`src/aabb_frustum_cull_defines.svh`:
```
// ----------------------------------------------------------------------------
// aabb_frustum_cull_defines.svh
// assertion macros shared by the frustum cull block
// ----------------------------------------------------------------------------
`ifndef AABB_FRUSTUM_CULL_DEFINES_SVH
`define AABB_FRUSTUM_CULL_DEFINES_SVH

// same-cycle implication, clocked on clk_i, off during reset
`define AFC_ASSERT_NOW(lbl, ante, cons, msg) \
  lbl: assert property (@(posedge clk_i) disable iff (!rst_ni) (ante) |-> (cons)) \
    else $error(msg);

// next-cycle implication, clocked on clk_i, off during reset
`define AFC_ASSERT_NEXT(lbl, ante, cons, msg) \
  lbl: assert property (@(posedge clk_i) disable iff (!rst_ni) (ante) |=> (cons)) \
    else $error(msg);

`endif

```
`src/afc_pkg.sv`:
```
// ----------------------------------------------------------------------------
// afc_pkg
// types and constants of the six-plane box frustum cull
// ----------------------------------------------------------------------------
package afc_pkg;

  localparam int PLANES     = 6;
  localparam int N_W        = 14;
  localparam int D_W        = 22;
  localparam int C_W        = 24;
  localparam int E_W        = 23;
  localparam int IDX_W      = 10;
  localparam int CFG_IDX_W  = 3;
  localparam int CFG_W      = 64;
  localparam int FRAC_SHIFT = 12;
  // n*c is 14x24 signed, |n|*e is 14x23 unsigned: both fit 38 bits signed
  localparam int PROD_W     = N_W + C_W;
  // six products plus the offset term stay below 2^40 in magnitude
  localparam int SUM_W      = PROD_W + 3;

  typedef struct packed {
    logic [IDX_W-1:0]        box_index;
    logic signed [C_W-1:0]   center_x;
    logic signed [C_W-1:0]   center_y;
    logic signed [C_W-1:0]   center_z;
    logic [E_W-1:0]          extent_x;
    logic [E_W-1:0]          extent_y;
    logic [E_W-1:0]          extent_z;
  } afc_in_t;

  typedef struct packed {
    logic [IDX_W-1:0] out_index;
    logic             visible;
  } afc_out_t;

  // register layout: d in 63:42, nz in 41:28, ny in 27:14, nx in 13:0
  typedef struct packed {
    logic signed [D_W-1:0] d;
    logic signed [N_W-1:0] nz;
    logic signed [N_W-1:0] ny;
    logic signed [N_W-1:0] nx;
  } plane_t;

  typedef struct packed {
    logic signed [PROD_W-1:0] px;
    logic signed [PROD_W-1:0] py;
    logic signed [PROD_W-1:0] pz;
    logic signed [PROD_W-1:0] qx;
    logic signed [PROD_W-1:0] qy;
    logic signed [PROD_W-1:0] qz;
    logic signed [D_W-1:0]    d;
  } plane_prod_t;

  typedef struct packed {
    logic s1_en;
    logic s2_en;
  } stage_en_t;

endpackage

```
`src/afc_sum_stage.sv`:
```
// ----------------------------------------------------------------------------
// afc_sum_stage
// per-plane sums, sign test and the registered result beat
// ----------------------------------------------------------------------------
module afc_sum_stage (
  input  logic                        clk_i,
  input  logic                        en_i,
  input  afc_pkg::plane_prod_t        prod_i [afc_pkg::PLANES],
  input  logic [afc_pkg::IDX_W-1:0]   index_i,
  output afc_pkg::afc_out_t           res_o
);
  import afc_pkg::*;

  afc_out_t          res_d;
  afc_out_t          res_q;
  logic [PLANES-1:0] pass;

  // far corner value: n.c + |n|.e + d*2^12, the plane passes when it is >= 0
  always_comb begin
    logic signed [SUM_W-1:0] s;
    for (int i = 0; i < PLANES; i++) begin
      s = SUM_W'(prod_i[i].px) + SUM_W'(prod_i[i].py) + SUM_W'(prod_i[i].pz)
        + SUM_W'(prod_i[i].qx) + SUM_W'(prod_i[i].qy) + SUM_W'(prod_i[i].qz)
        + (SUM_W'(prod_i[i].d) <<< FRAC_SHIFT);
      pass[i] = ~s[SUM_W-1];
    end
    res_d.out_index = index_i;
    res_d.visible   = &pass;
  end

  always_ff @(posedge clk_i) begin
    if (en_i) begin
      res_q <= res_d;
    end
  end

  assign res_o = res_q;

endmodule

```
`config.mk`:
```
export PLATFORM = sky130hd
export DESIGN_NAME = afc_sum_stage
export DESIGN_NICKNAME = d
export VERILOG_FILES = /design/src/aabb_frustum_cull_defines.svh /design/src/afc_pkg.sv /design/src/afc_sum_stage.sv
export SDC_FILE = /design/constraint.sdc
export NUM_CORES = 2
export LEC_CHECK = 0
export BUFFER_PORTS_ARGS = -buffer_cell sky130_fd_sc_hd__buf_2
export CORE_AREA = 2 2 593 595
export DETAILED_ROUTE_END_ITERATION = 10
export DIE_AREA = 0 0 595 597
export HOLD_SLACK_MARGIN = 0.1
export SETUP_SLACK_MARGIN = 0.05
export SYNTH_ARGS = -nofsm -noshare
export SYNTH_HDL_FRONTEND = slang
export SYNTH_SLANG_ARGS = --single-unit
```
`constraint.sdc`:
```
create_clock -name clk_i -period 4.9 [get_ports clk_i]
set_clock_uncertainty 0.2 [all_clocks]
set_input_delay 0.49 -clock clk_i [delete_from_list [all_inputs] [get_ports clk_i]]
set_output_delay 0.49 -clock clk_i [all_outputs]
set_load 0.02 [all_outputs]
```
---- Word-level counts from Yosys, hierarchy flattened ----
Index checks and enable logic that the tools add are counted.
word-level totals
  register bits after elaboration ......... 11
  input port bits ......................... 1512
operators by class
  bitwise gates (word level) .............. 6
  reductions and logical operators ........ 1
  add/sub/neg operators ................... 36
operator list
  kind                     count
  adder 41 x 38 -> 41 bit  12
  adder 40 x 38 -> 41 bit  6
  adder 41 x 34 -> 41 bit  6
  adder 39 x 38 -> 40 bit  6
  adder 38 x 38 -> 39 bit  6
  NOT 1 bit                6
  AND reduction 6 bit      1

---- Depth between registers and ports, before layout ----
  depth after elaboration ................. 8
  depth in mapped cells ................... 17
  mapped depth without buffers ............ 17

---- Worst setup path before layout ----
OpenSTA, ideal clock, no wires.
  path type ............................... input to register
  start ................................... input port prod_i[1378] in the netlist's numbering
  end ..................................... register res_q, in the netlist res_o[0] (data pin)
  setup time .............................. 0.170 ns
  required time ........................... 4.530 ns
  slack ................................... -0.104 ns
  cell stages on the path ................. 17
  data arrival time ....................... 4.634 ns
  path through ............................ inv_1 > fa_1 > inv_1 > fa_1 > inv_1 > fa_1 > inv_1 > fa_1 > ha_1 > a41oi_1 > o21ai_0 > a21oi_1 > nor2_1 > nor3_1 > mux2_2 > or4_1 > nor4_2
RTL lines
  item                  line                 RTL
  from (decl)           afc_sum_stage.sv:8   input afc_pkg::plane_prod_t prod_i [afc_pkg::PLANES],
  to (signal assigned)  afc_sum_stage.sv:33  res_q <= res_d;
  to (decl)             afc_sum_stage.sv:15  afc_out_t res_q;

==> summary.txt <==
Yosys
  • Synth unique cells: 45
  • Mapped cell area: 36500 µm²
  • Ys flop type: edfxtp_1
  • Post-synth top cells: inv_1 (2349), fa_1 (1080), ha_1 (276), a21oi_1 (81), nand2_1 (48)
  • Count leader, synth: inv_1
  • Synth Net Count: 6965
  • Post-Syn Area per Cell: 8.91 µm²
  • Seq cells post-synth: 11
  • Ys async rst share: 0%
  • Register area share after synthesis: 0.905%
  • Cell accounting for the most synthesized area: fa_1
  • Synth Warn #: 0
  • Post-Syn Instances: 4097
  • Main area contributors after synthesis: fa_1 (59%), inv_1 (24%), ha_1 (9.5%)
  • EDFF count, synth: 11
  • Top cell type's share of synthesized area: 59.3%

Power and ir drop
  • Clock Power Share: 0.9%
  • Peak supply drop: 0.228 mV
  • Int Power: 8.87 mW
  • P per Cell Area: 364 nW/µm²
  • Flop pwr share: 0.6%
  • Combinational share of power: 98.5%
  • Switching pwr: 10.4 mW
  • Switching part of the total: 53.9%
  • Static leakage: 30.9 nW

GRT
  • Gr usage total: 13.5%
  • GRT overflow: 0
  • Vias in the first global route: 34200
  • Initial antenna violation count: 341
  • Global-route wire length before repair: 312000 µm
  • Largest net degree at the start of global routing: 12

CTS
  • H-tree depth: 1
  • Clk sinks: 11
  • Clk slew on worst S/H paths: 0.06 ns
  • Max Root-Sink Buffers: 2
  • Root Buffer: clkbuf_16
  • Cts bufs inserted: 3
  • CTS tree: yes

Floorplanning
  • Core area: 349000 µm²
  • # IOs: 1523
  • Initial Util: 10.5%
  • Die area: 355000 µm²
  • Core Rows: 217
  • Chip height: 597 µm
  • Die width: 595 µm

Detailed routing
  • # DRC: 0
  • Total number of vias: 31900
  • Antenna viol nets, final: 0
  • Initial DRC Count: 1648
  • Via-to-Cell Ratio: 3.03
  • Drt wl/cell: 23.2 µm
  • Drt total wl: 244000 µm
  • First drt pass iteration count: 5

STA
  • Worst setup margin: -0.640 ns
  • Setup TNS: -0.640 ns
  • Worst Tran Pin Value: 0.659 ns
  • Min Tclk post-route: 5.54 ns
  • Fin crit share: 113%
  • Fmax: 180 MHz
  • Rel. slew slack: 55.8%
  • Final-report max-slew violation count: 0
  • RSZ-0062 raised after global routing: yes
  • # setup viols final: 1
  • Fin. Hold Viols: 0

Critical path
  • Critical-path maximum fanout: 2
  • Startpoint type of the worst setup path: primary input
  • Kind of critical path: primary input to flop
  • Required time worst endpoint: 4.78 ns
  • Crit path capture type: flop
  • Crit path DAT: 5.42 ns

Placed design
  • Place WS: -2.32 ns
  • Quantity of I/O buffers inserted on ports: 1522
  • Routability congestion estimate: 0.970
  • Post-DP Area: 52400 µm²
  • DP HPWL: 241000 µm

Hold path
  • WHS Path Cells: 1
  • Hold Crit Class: primary input to flop

Final layout
  • NumNets Final: 8701
  • Largest register FFs: 11
  • Layout cell share with drive strength beyond 1: 30.6%
  • Fin area: 52900 µm²
  • Area Growth Syn to Fin: 45.0%

Outcome
  • Status: complete, but fails checks
  • Failing checks: setup timing

Run
  • Max-cap violations: 0
cell families after synthesis:
logic type	share of synthesized area, %
AND/OR/NAND/NOR	2.44
buffers and inverters	24.2
flip-flops	0.905
XOR/XNOR	0.480
adder cells (fa/ha/maj)	68.7
AO/OA/AOI/OAI	3.18
multiplexers	0.113
cells in the final DEF, fill, tap and decap left out, drive strengths merged, types with 12 or more instances in the layout:
cell type / count
nand3: 17
nand4: 28
o21ai: 38
ha: 276
a21oi: 82
a211oi: 12
fa: 1080
nor2: 21
a21o: 23
inv: 2347
buf: 1731
xnor2: 18
nand2: 48
diode: 80
power groups by stage:
stage          combinational [mW]  sequential (mW)  clock, mW
2_1_floorplan                9.84            0.132          0
3_3_place_gp                 19.0            0.126          0
3_5_place_dp                 19.2            0.124          0
4_1_cts                      19.6            0.123      0.180
5_1_grt                      21.9            0.123      0.188
6_report                     19.0            0.122      0.169
critical path: stages:
cell and delay [ns]:
buf_2 0.08, inv_1 0.04, fa_1 0.55, buf_6 0.14, inv_1 0.07, fa_1 0.42, inv_2 0.16, fa_1 0.47
fa_2 0.64, inv_2 0.07, ha_1 0.29, nand4_1 0.20, buf_6 0.21, nand2b_1 0.14, nor3_2 0.24, a21oi_4 0.12
buf_12 0.16, mux2i_2 0.17, or4_4 0.58, nor4_4 0.14
stage by stage:
| step | std cells | utilization [%] | power (mW) | hold WS [ns] |
|---|---|---|---|---|
| detailed placement | 10400 | 15.0 | 19.3 | 0.471 |
| finish | 10500 | 15.2 | 19.2 | 0.204 |
| global route | 10500 | 15.2 | 22.2 | 0.204 |
| floorplan | 4097 | - | 9.97 | 0.389 |
| CTS | 10400 | 15.1 | 19.9 | 0.196 |
| global placement | 10400 | 15.0 | 19.1 | 0.472 |
routing by layer:
layer / up-vias / GRT usage, % / share of wire [%]
li1: 14200 / - / -
met1: 15300 / 15.6 / 38
met2: 1568 / 22.8 / 47
met3: 618 / 5.76 / 11
met4: 178 / 3.55 / 3.8
met5: - / 0 / 0.45
worst paths after layout:
| kind | start | to | slack [ns] |
|---|---|---|---|
| setup / recovery | prod_i[370] | res_o[0] | -0.64 |
| hold / removal | index_i[3] | res_o[4] | 0.20 |
final cells by class:
type	count	area (µm²)
Antenna cell	80	200
Multi-Input combinational cell	1737	27600
Clock buffer	4	78.8
Tap cell	4599	5750
Timing Repair Buffer	1731	10100
Inverter	2349	8820
Fill cell	40000	296000
Sequential cell	11	330
repair_timing:
| action | 4_1_cts | 5_1_grt |
|---|---|---|
| setup buffers | 3 | 0 |
| gates cloned | 0 | 0 |
| resized for setup | 32 | 19 |
| endpoints found under the setup margin | 1 | 1 |
| hold buffers | 0 | 0 |
| pin swaps | 15 | 11 |
Note: power is estimated with default switching activity, not from simulation.
