<file path="src/aabb_frustum_cull_defines.svh">
// ----------------------------------------------------------------------------
// aabb_frustum_cull_defines.svh
// assertion macros shared by the frustum cull block
// ----------------------------------------------------------------------------
`ifndef AABB_FRUSTUM_CULL_DEFINES_SVH
`define AABB_FRUSTUM_CULL_DEFINES_SVH

// same-cycle implication, clocked on clk_i, off during reset
`define AFC_ASSERT_NOW(lbl, ante, cons, msg) \
  lbl: assert property (@(posedge clk_i) disable iff (!rst_ni) (ante) |-> (cons)) \
    else $error(msg);

// next-cycle implication, clocked on clk_i, off during reset
`define AFC_ASSERT_NEXT(lbl, ante, cons, msg) \
  lbl: assert property (@(posedge clk_i) disable iff (!rst_ni) (ante) |=> (cons)) \
    else $error(msg);

`endif

</file>
<file path="src/afc_pkg.sv">
// ----------------------------------------------------------------------------
// afc_pkg
// types and constants of the six-plane box frustum cull
// ----------------------------------------------------------------------------
package afc_pkg;

  localparam int PLANES     = 6;
  localparam int N_W        = 14;
  localparam int D_W        = 22;
  localparam int C_W        = 24;
  localparam int E_W        = 23;
  localparam int IDX_W      = 10;
  localparam int CFG_IDX_W  = 3;
  localparam int CFG_W      = 64;
  localparam int FRAC_SHIFT = 12;
  // n*c is 14x24 signed, |n|*e is 14x23 unsigned: both fit 38 bits signed
  localparam int PROD_W     = N_W + C_W;
  // six products plus the offset term stay below 2^40 in magnitude
  localparam int SUM_W      = PROD_W + 3;

  typedef struct packed {
    logic [IDX_W-1:0]        box_index;
    logic signed [C_W-1:0]   center_x;
    logic signed [C_W-1:0]   center_y;
    logic signed [C_W-1:0]   center_z;
    logic [E_W-1:0]          extent_x;
    logic [E_W-1:0]          extent_y;
    logic [E_W-1:0]          extent_z;
  } afc_in_t;

  typedef struct packed {
    logic [IDX_W-1:0] out_index;
    logic             visible;
  } afc_out_t;

  // register layout: d in 63:42, nz in 41:28, ny in 27:14, nx in 13:0
  typedef struct packed {
    logic signed [D_W-1:0] d;
    logic signed [N_W-1:0] nz;
    logic signed [N_W-1:0] ny;
    logic signed [N_W-1:0] nx;
  } plane_t;

  typedef struct packed {
    logic signed [PROD_W-1:0] px;
    logic signed [PROD_W-1:0] py;
    logic signed [PROD_W-1:0] pz;
    logic signed [PROD_W-1:0] qx;
    logic signed [PROD_W-1:0] qy;
    logic signed [PROD_W-1:0] qz;
    logic signed [D_W-1:0]    d;
  } plane_prod_t;

  typedef struct packed {
    logic s1_en;
    logic s2_en;
  } stage_en_t;

endpackage

</file>
<file path="src/afc_plane_regs.sv">
// ----------------------------------------------------------------------------
// afc_plane_regs
// six plane registers written through the configuration channel
// ----------------------------------------------------------------------------
module afc_plane_regs (
  input  logic                          clk_i,
  input  logic                          rst_ni,
  input  logic                          cfg_valid_i,
  output logic                          cfg_ready_o,
  input  logic [afc_pkg::CFG_IDX_W-1:0] cfg_index_i,
  input  logic [afc_pkg::CFG_W-1:0]     cfg_data_i,
  output afc_pkg::plane_t               plane_o [afc_pkg::PLANES]
);
  import afc_pkg::*;

  plane_t plane_q [PLANES];

  assign cfg_ready_o = 1'b1;

  always_ff @(posedge clk_i or negedge rst_ni) begin
    if (!rst_ni) begin
      for (int i = 0; i < PLANES; i++) begin
        plane_q[i] <= '0;
      end
    end else if (cfg_valid_i && (cfg_index_i < CFG_IDX_W'(PLANES))) begin
      plane_q[cfg_index_i] <= plane_t'(cfg_data_i);
    end
  end

  assign plane_o = plane_q;

endmodule

</file>
<file path="config.mk">
export PLATFORM = sky130hd
export DESIGN_NAME = afc_plane_regs
export DESIGN_NICKNAME = d
export VERILOG_FILES = /design/src/aabb_frustum_cull_defines.svh /design/src/afc_pkg.sv /design/src/afc_plane_regs.sv
export SDC_FILE = /design/constraint.sdc
export NUM_CORES = 1
export LEC_CHECK = 0
export BUFFER_PORTS_ARGS = -buffer_cell sky130_fd_sc_hd__clkbuf_2
export CAP_MARGIN = 20
export CORE_AREA = 2 2 179 181
export DETAILED_ROUTE_END_ITERATION = 6
export DIE_AREA = 0 0 181 183
export MAX_ROUTING_LAYER = met4
export PLACE_DENSITY = 0.82
export SETUP_SLACK_MARGIN = 0.2
export SLEW_MARGIN = 25
export SYNTH_ARGS = -nofsm -noshare
export SYNTH_HDL_FRONTEND = slang
export SYNTH_SLANG_ARGS = --single-unit
export TNS_END_PERCENT = 100
</file>
<file path="constraint.sdc">
create_clock -name clk_i -period 1.4 [get_ports clk_i]
set_input_delay 0.21 -clock clk_i [delete_from_list [all_inputs] [get_ports clk_i]]
set_output_delay 0.21 -clock clk_i [all_outputs]
set_load 0.005 [all_outputs]
</file>
# Word level (Yosys, flattened, before mapping)
# Index checks and enable logic that the tools add are counted.
# word_totals
word_cells,33
in_bits,70
register_bits,384
# classes
bitwise_logic,1
n_reduce_logical,2
magnitude_cmp,3
n_mux,3
# op_table
cell,count
384-bit bitwise mux,1
64-bit demux with 3-bit select,1
64-bit 2-to-1 mux,1
4-bit >= comparator (second input constant),1
4-bit by 1-bit < comparator with 1-bit output (second input constant),1
3-bit inverter with 4-bit output,1
3-bit < comparator (second input constant),1
1-bit logical AND,2

# Longest topological paths before layout
# Gate-level depths: netlist (run 1).
# depth
ltp_word,6
depth_mapped,4

# Worst setup path after synthesis (run 1)
# OpenSTA, ideal clock, no wires.
# synth_timing
kind,input-to-reg
start,in cfg_index_i[1] (netlist bit)
end,reg plane_q (netlist bit plane_o[320])
t_arrival_ns,1.127
n_path_buf,2
setup_time_ns,0.127
path_slack_ns,0.145
path_stages,4
required_time_ns,1.273
cell_sequence,nor4b_2 > buf_4 > buf_6 > mux2_1
# synth_via
elab_chain_len,6
word_cells_on_any_way,9
classes_between,order compare: 3; mux: 3; bitwise: 1; reduce/logical: 2
# synth_rtl
element,line,rtl
from (decl),afc_plane_regs.sv:10,"input logic [afc_pkg::CFG_IDX_W-1:0] cfg_index_i,"
3-bit inverter with 4-bit output (not written as such),afc_plane_regs.sv:26,plane_q[cfg_index_i] <= plane_t'(cfg_data_i);
4-bit >= comparator (not written as such) or 4-bit by 1-bit < comparator with 1-bit output (tied branches),afc_plane_regs.sv:26,
1-bit logical AND (not written as such),afc_plane_regs.sv:26,
64-bit 2-to-1 mux (not written as such),afc_plane_regs.sv:26,
64-bit demux with 3-bit select,afc_plane_regs.sv:26,
384-bit bitwise mux,afc_plane_regs.sv:26,
"to (signal, indexed assignment)",afc_plane_regs.sv:26,
to (decl),afc_plane_regs.sv:16,plane_t plane_q [PLANES];
# Several ways; a longest one is shown, not always the timed one.
# A chain may end at the register's enable or synchronous reset.

# Worst setup path after layout (run 1)
# layout_timing
start,reg plane_q (netlist bit plane_o[266])
end,out plane_o[266] (netlist bit)
# layout_rtl
element,line,rtl
to (decl),afc_plane_regs.sv:12,output afc_pkg::plane_t plane_o [afc_pkg::PLANES]
# No word-level cell between the ends.

==> results of run 1 <==
-- cell usage after synthesis --
| master | number | area [um2] |
|---|---|---|
| sky130_fd_sc_hd__buf_4 | 14 | 105 |
| sky130_fd_sc_hd__buf_2 | 2 | 10.0 |
| sky130_fd_sc_hd__buf_6 | 27 | 304 |
| sky130_fd_sc_hd__mux2_1 | 204 | 2300 |
| sky130_fd_sc_hd__nor4b_2 | 1 | 15.0 |
| sky130_fd_sc_hd__conb_1 | 1 | 3.75 |
| sky130_fd_sc_hd__mux2_4 | 180 | 2700 |
| sky130_fd_sc_hd__dfrtp_1 | 384 | 9610 |
| sky130_fd_sc_hd__nand4b_1 | 2 | 17.5 |
| sky130_fd_sc_hd__and4bb_1 | 3 | 37.5 |
-- cell families after synthesis --
kind of cell | share of synthesized area, %
buffers and inverters | 2.78
AND/OR/NAND/NOR | 0.464
multiplexers | 33.1
flip-flops | 63.6
other | 0.0248
-- through the flow --
step / TNS (ns) / std cells
after floorplan: 0 / 818
after global placement: -29.96 / 1696
after detailed placement: -38.10 / 1696
after CTS: 0 / 1961
after global routing: 0 / 2077
final: 0 / 2077
-- repair_timing --
| action | 4_1_cts | 5_1_grt |
|---|---|---|
| resized for setup | 0 | 17 |
| setup buffers | 162 | 114 |
| hold endpoints to repair | 371 | 0 |
| cloned | 0 | 0 |
| setup endpoints to repair | 384 | 384 |
| hold buffers | 35 | 0 |
| pin swaps | 0 | 0 |
-- final cells by class --
type,instances,area [um2]
tap,402,503
clock buffer,57,1180
fill,1833,9160
timing repair buffer,830,5550
sequential,384,9610
clock inverter,11,119
multi-input combinational,391,5120
antenna,2,5.00
-- routing by layer --
layer  routed length, um  share of wire (%)  up-vias  GRT usage (%)
met2               24200                 50      586           44.4
met5                   0                  0        -              -
met4                2490                5.1        0           12.0
li1                    -                  -     4558              -
met3                3660                7.6      176           6.20
met1               18000                 37     5549           31.5
-- power groups by stage --
| stage | sequential [uW] | combinational [uW] | clock, uW |
|---|---|---|---|
| 6_report | 15200 | 9990 | 10700 |
| 5_1_grt | 15400 | 10500 | 11200 |
| 4_1_cts | 14900 | 8430 | 10700 |
| 3_5_place_dp | 15200 | 6750 | 0 |
| 3_3_place_gp | 15100 | 6530 | 0 |
| 2_1_floorplan | 15100 | 2740 | 0 |
-- worst paths after layout --
kind / end / slack [ns] / depth (start not counted) / start
worst max-delay path: plane_o[266] / 0.08 / 1 / plane_o[266]$_DFFE_PN0P_
worst min-delay path: plane_o[29]$_DFFE_PN0P_ / 0.02 / 2 / cfg_data_i[29]
worst min register to register: plane_o[346]$_DFFE_PN0P_ / 0.49 / 1 / plane_o[346]$_DFFE_PN0P_
worst max register to register: plane_o[136]$_DFFE_PN0P_ / 0.26 / 3 / plane_o[136]$_DFFE_PN0P_
min in group asynchronous: plane_o[163]$_DFFE_PN0P_ / 0.08 / 2 / rst_ni
max in group asynchronous: plane_o[62]$_DFFE_PN0P_ / 0.55 / 4 / rst_ni
-- worst register-to-register path: cells and delay by family, from the launching register on --
| family | cells | cell delay, ns |
|---|---|---|
| buffers and inverters | 2 | 0.28 |
| multiplexers | 1 | 0.33 |
| flip-flops | 1 | 0.40 |
==> reports/qor.log, run 1 <==
INFO  outcome        status=finished clean
INFO  worst_setup_path cp_data_arrival_time=1.11ns
INFO  placement      post-dp-hpwl=27,100um
INFO  detailed_routing drt-wirelength-per-cell=23.3um
INFO  power_and_ir_drop power_switching_share=27.6%
INFO  sta            fin_crit_sh=94.6%
INFO  power_and_ir_drop irDropWorstVdd=0.00117V
INFO  cells_and_area flip_flop_count_of_the_largest_register_all_copies_and_words_added=384
INFO  power_and_ir_drop fin_total_pwr=35,800uW
INFO  global_routing grt_first_pass_wirelength=66,400um
INFO  sta            timing_worst_slew_pin_value=0.513ns
INFO  clocking       cts_buffer_depth=3
INFO  cells_and_area most_common_cell_after_layout_fill_and_taps_aside=sky130_fd_sc_hd__clkbuf_2
INFO  floorplan      initial_utilization=48.4%
INFO  global_routing gr-usage-all-layers=26.8%
INFO  yosys          synth_sequential_area_ratio=63.6%
INFO  floorplan      floorplan.die_area=33,100um2
INFO  worst_hold_path hold_class=in -> reg
INFO  floorplan      placementRows=65
INFO  worst_setup_path timing.critical_path.slowest_stage_cell=sky130_fd_sc_hd__dfrtp_1
INFO  detailed_routing drcViolationCount=0
INFO  worst_setup_path max_incr_delay_on_cp=0.42ns
INFO  power_and_ir_drop share_clk_of_total_power=29.7%
INFO  sta            grt_setup_unrepaired=true
INFO  placement      place.port_buffers=453
INFO  floorplan      die_h=183um
INFO  power_and_ir_drop power.net_switching=9900uW
INFO  detailed_routing vias=10,900
INFO  worst_setup_path setup.worst_path.class=reg -> out
INFO  clocking       htree_num_levels=2
INFO  power_and_ir_drop seq_power_share=42.4%
INFO  worst_setup_path crit_path_end_kind=output pin
INFO  sta            finalWorstPathRequiredPeriod=1.32ns
INFO  cells_and_area post-route-util=70.7%
INFO  sta            slew_headroom=65.8%
INFO  worst_setup_path timing.critical_path.cells=clkbuf_2
INFO  clocking       cts.sinks=384
INFO  worst_setup_path timing.critical_path.fanout_max=2
INFO  detailed_routing vias_per_cell=5.23
INFO  sta            setup_ws=0.0750ns
INFO  sta            clock_skew=0ns
INFO  cells_and_area finalInstanceArea=22,100um2
INFO  sta            max_freq=0.755GHz
INFO  clocking       cts_tree=built
INFO  yosys          postSynthRegisterBits=384
INFO  power_and_ir_drop comb_power_share=27.9%
INFO  global_routing largest_net_degree_at_the_start_of_global_routing=92
INFO  clocking       clk_latency=0.53ns
INFO  cells_and_area share_of_layout_cells_above_drive_strength_1=62.5%
INFO  floorplan      die_width=181um
INFO  yosys          mapped_cell_area=15,100um2
INFO  placement      postPlaceCellArea=18,300um2
INFO  worst_setup_path crit_path_start_kind=flop
INFO  power_and_ir_drop leakage=0.0113uW
INFO  flow_run       max_cap_viol_count=0
INFO  power_and_ir_drop internal_power=25,900uW
INFO  yosys          yosys.cell_types.count=10
INFO  sta            setup_violations=0
INFO  worst_setup_path required=1.19ns
INFO  cells_and_area final_cell_mix=sky130_fd_sc_hd__clkbuf_2 (443), sky130_fd_sc_hd__dfrtp_1 (384), sky130_fd_sc_hd__buf_4 (318)
INFO  global_routing grt-ovfl-total=0
INFO  cells_and_area areaGrowthSynthToFinish=46.2%
INFO  clocking       numCtsBuffers=40
INFO  yosys          synth_fp_nets=888
INFO  detailed_routing routed_wirelength=48,300um
INFO  detailed_routing drt-pass1-iter-count=5
INFO  cells_and_area final_nets=1,717
INFO  floorplan      design.portCount=455
INFO  worst_setup_path crit_family=flip-flops
INFO  yosys          post_synth.cell_area_avg=18.5um2
INFO  global_routing grt_antenna_before_repair=2
INFO  clocking       cell_chosen_for_the_clock_root=sky130_fd_sc_hd__clkbuf_16
INFO  global_routing number_of_global_route_vias_before_repair=11,200
INFO  placement      preCtsSetupSlack=-0.180ns
INFO  worst_setup_path buffers_inverters_on_critical_path=1
INFO  sta            worst_hold_slack=0.0196ns
INFO  clocking       cts.reportedPaths.clkPinSlew=0.06ns
INFO  floorplan      coreArea=31,200um2
INFO  detailed_routing drt-initial-drc-count=628
INFO  detailed_routing drt.antenna.violating_nets=0
INFO  yosys          synthesized_netlist_cell_count=818
INFO  yosys          synthesis.yosys.warnings=0
INFO  sta            timing.final.max_slew_violations=0
INFO  sta            final_hold_fails=0
INFO  power_and_ir_drop power-per-cell-area=1620nW/um2
INFO  placement      globalplace.congestion=0.825
No activity file was read; power rests on OpenSTA's default activity.
==> run 2: changes to the inputs <==
Settings changed: CORE_AREA 2 2 179 181 to 2 2 176 178, CTS_BUF_LIST set to sky130_fd_sc_hd__clkbuf_4, DIE_AREA 0 0 181 183 to 0 0 178 180, PLACE_DENSITY 0.82 to 0.84.
==> reports/qor.log, run 2 (synthesis results as in run 1) <==
INFO  detailed_routing vias_per_cell=5.19 [-0.87%]
INFO  detailed_routing drt-wirelength-per-cell=22.6um [-3.0%]
INFO  worst_setup_path required=1.19ns [about the same]
INFO  placement      place.port_buffers=453 [unchanged]
INFO  floorplan      placementRows=64 [-1.5%]
INFO  cells_and_area areaGrowthSynthToFinish=43.8%
INFO  clocking       numCtsBuffers=96 [+140%]
INFO  global_routing largest_net_degree_at_the_start_of_global_routing=77 [-16%]
INFO  global_routing number_of_global_route_vias_before_repair=11,700 [+4.2%]
INFO  placement      post-dp-hpwl=26,200um [-3.5%]
INFO  cells_and_area post-route-util=71.9% [+1.2 points]
INFO  sta            grt_setup_unrepaired=true
INFO  worst_setup_path max_incr_delay_on_cp=0.41ns [about the same]
INFO  power_and_ir_drop irDropWorstVdd=0.00110V [-5.6%]
INFO  worst_setup_path timing.critical_path.slowest_stage_cell=sky130_fd_sc_hd__dfrtp_1
INFO  outcome        failed_checks=setup timing
INFO  cells_and_area final_cell_mix=sky130_fd_sc_hd__clkbuf_2 (446), sky130_fd_sc_hd__dfrtp_1 (384), sky130_fd_sc_hd__buf_4 (280)
INFO  worst_setup_path crit_path_end_kind=output pin
INFO  floorplan      initial_utilization=50.0% [+1.7 points]
INFO  clocking       cts.reportedPaths.clkPinSlew=0.07ns [about the same]
INFO  cells_and_area final_nets=1,758 [+2.4%]
INFO  power_and_ir_drop fin_total_pwr=33,900uW [-5.4%]
INFO  worst_setup_path timing.critical_path.fanout_max=2 [unchanged]
INFO  global_routing grt-ovfl-total=0 [unchanged]
INFO  worst_hold_path hold_class=in -> reg
INFO  sta            setup_ws=-0.0961ns [-0.171 ns]
INFO  global_routing grt_first_pass_wirelength=66,800um [+0.61%]
INFO  clocking       cell_chosen_for_the_clock_root=sky130_fd_sc_hd__clkbuf_4
INFO  detailed_routing drt.antenna.violating_nets=0 [unchanged]
INFO  power_and_ir_drop power-per-cell-area=1560nW/um2 [-3.8%]
INFO  worst_setup_path buffers_inverters_on_critical_path=1 [unchanged]
INFO  floorplan      design.portCount=455 [unchanged]
INFO  global_routing gr-usage-all-layers=28.1% [+1.3 points]
INFO  worst_setup_path timing.critical_path.cells=clkbuf_2
INFO  clocking       cts.sinks=384 [unchanged]
INFO  detailed_routing vias=11,100 [+2.1%]
INFO  detailed_routing drt-initial-drc-count=576 [-8.3%]
INFO  flow_run       max_cap_viol_count=0 [unchanged]
INFO  placement      globalplace.congestion=0.802 [-2.8%]
INFO  floorplan      die_width=178um [-1.7%]
INFO  global_routing grt_antenna_before_repair=1 [-1]
INFO  power_and_ir_drop leakage=0.0112uW [-0.88%]
INFO  outcome        status=finished, violations left
INFO  worst_setup_path crit_family=flip-flops
INFO  clocking       htree_num_levels=3 [+1]
INFO  detailed_routing drt-pass1-iter-count=5 [unchanged]
INFO  sta            final_hold_fails=0 [unchanged]
INFO  worst_setup_path setup.worst_path.class=reg -> out
INFO  sta            fin_crit_sh=107% [+12 points]
INFO  clocking       cts_buffer_depth=3 [unchanged]
INFO  clocking       cts_tree=built
INFO  sta            finalWorstPathRequiredPeriod=1.50ns [+0.171 ns]
INFO  sta            max_freq=0.668GHz [-11%]
INFO  floorplan      die_h=180um [-1.6%]
INFO  placement      post-place-cells=1,667 [-1.7%]
INFO  cells_and_area most_common_cell_after_layout_fill_and_taps_aside=sky130_fd_sc_hd__clkbuf_2
INFO  cells_and_area final.fill_count=1,731 [-5.6%]
INFO  floorplan      floorplan.die_area=32,000um2 [-3.3%]
INFO  cells_and_area flip_flop_count_of_the_largest_register_all_copies_and_words_added=384 [unchanged]
INFO  worst_setup_path cp_data_arrival_time=1.29ns [+0.18 ns]
INFO  worst_setup_path crit_path_start_kind=flop
INFO  detailed_routing routed_wirelength=48,300um [about the same]
INFO  sta            timing.final.max_slew_violations=0 [unchanged]
INFO  floorplan      coreArea=30,200um2 [-3.3%]
INFO  sta            clock_skew=0ns [unchanged]
INFO  cells_and_area stdcell_count=2,140 [+3.0%]
INFO  cells_and_area share_of_layout_cells_above_drive_strength_1=62.2% [-0.27 points]
INFO  detailed_routing drcViolationCount=0 [unchanged]
INFO  clocking       clk_latency=0.72ns [+0.19 ns]
INFO  sta            setup_violations=375 [+375]
## run 2: what timing repair did
action,CTS,global route
hold buffers,66,0
setup endpoints to repair,384,384
pin swaps,0,0
endpoints found under the hold margin,768,0
buffers inserted,147,106
resized for setup,0,10
## run 2: layout make-up
cell class	count	area (um2)	area share, %
Antenna cell	1	2.50	0.0115
Sequential cell	384	9610	44.3
Clock buffer	140	1050	4.84
Tap cell	396	495	2.28
Timing Repair Buffer	815	5390	24.8
Clock inverter	13	51.3	0.236
Multi-Input combinational cell	391	5120	23.6
## run 2: where the power goes
group	switching, uW	internal, uW
Combinational	3750	5950
Sequential	1590	13600
Clock	4530	4510
Total	9870	24000
## run 2: through the flow
step	area (um2)	hold WS, ns	TNS (ns)	setup WS (ns)
after global placement	18000	0.125	-17.05	-0.118
after detailed placement	18000	0.126	-27.90	-0.150
after floorplan	15200	-0.0856	0	0.169
after CTS	20900	0.0981	-34.83	-0.149
after global routing	21700	0.133	-48.36	-0.195
final	21700	0.161	-14.40	-0.0961
## run 2: metal layers
layer	global-route usage, %	wire [um]	up-vias
li1	-	-	4678
met4	12.7	2180	0
met3	8.16	3890	156
met5	-	0	-
met1	32.9	18000	5663
met2	44.7	24200	604
## run 2: path summary, 6_finish.rpt
check                                              start                        to  slack [ns]  depth (start not counted)
worst max-delay path            plane_o[363]$_DFFE_PN0P_              plane_o[363]        -0.1                          1
worst min-delay path                      cfg_index_i[1]  plane_o[181]$_DFFE_PN0P_        0.16                          4
worst max register to register  plane_o[159]$_DFFE_PN0P_  plane_o[159]$_DFFE_PN0P_        0.26                          3
worst min register to register  plane_o[342]$_DFFE_PN0P_  plane_o[342]$_DFFE_PN0P_        0.48                          1
max in group asynchronous                         rst_ni  plane_o[217]$_DFFE_PN0P_        0.75                          3
min in group asynchronous                         rst_ni  plane_o[344]$_DFFE_PN0P_        0.20                          3
## run 2: worst register-to-register path: cells and delay by family, from the launching register on
kind | cells | cell delay [ns]
mux | 1 | 0.33
buf+inv | 2 | 0.25
flops | 1 | 0.41
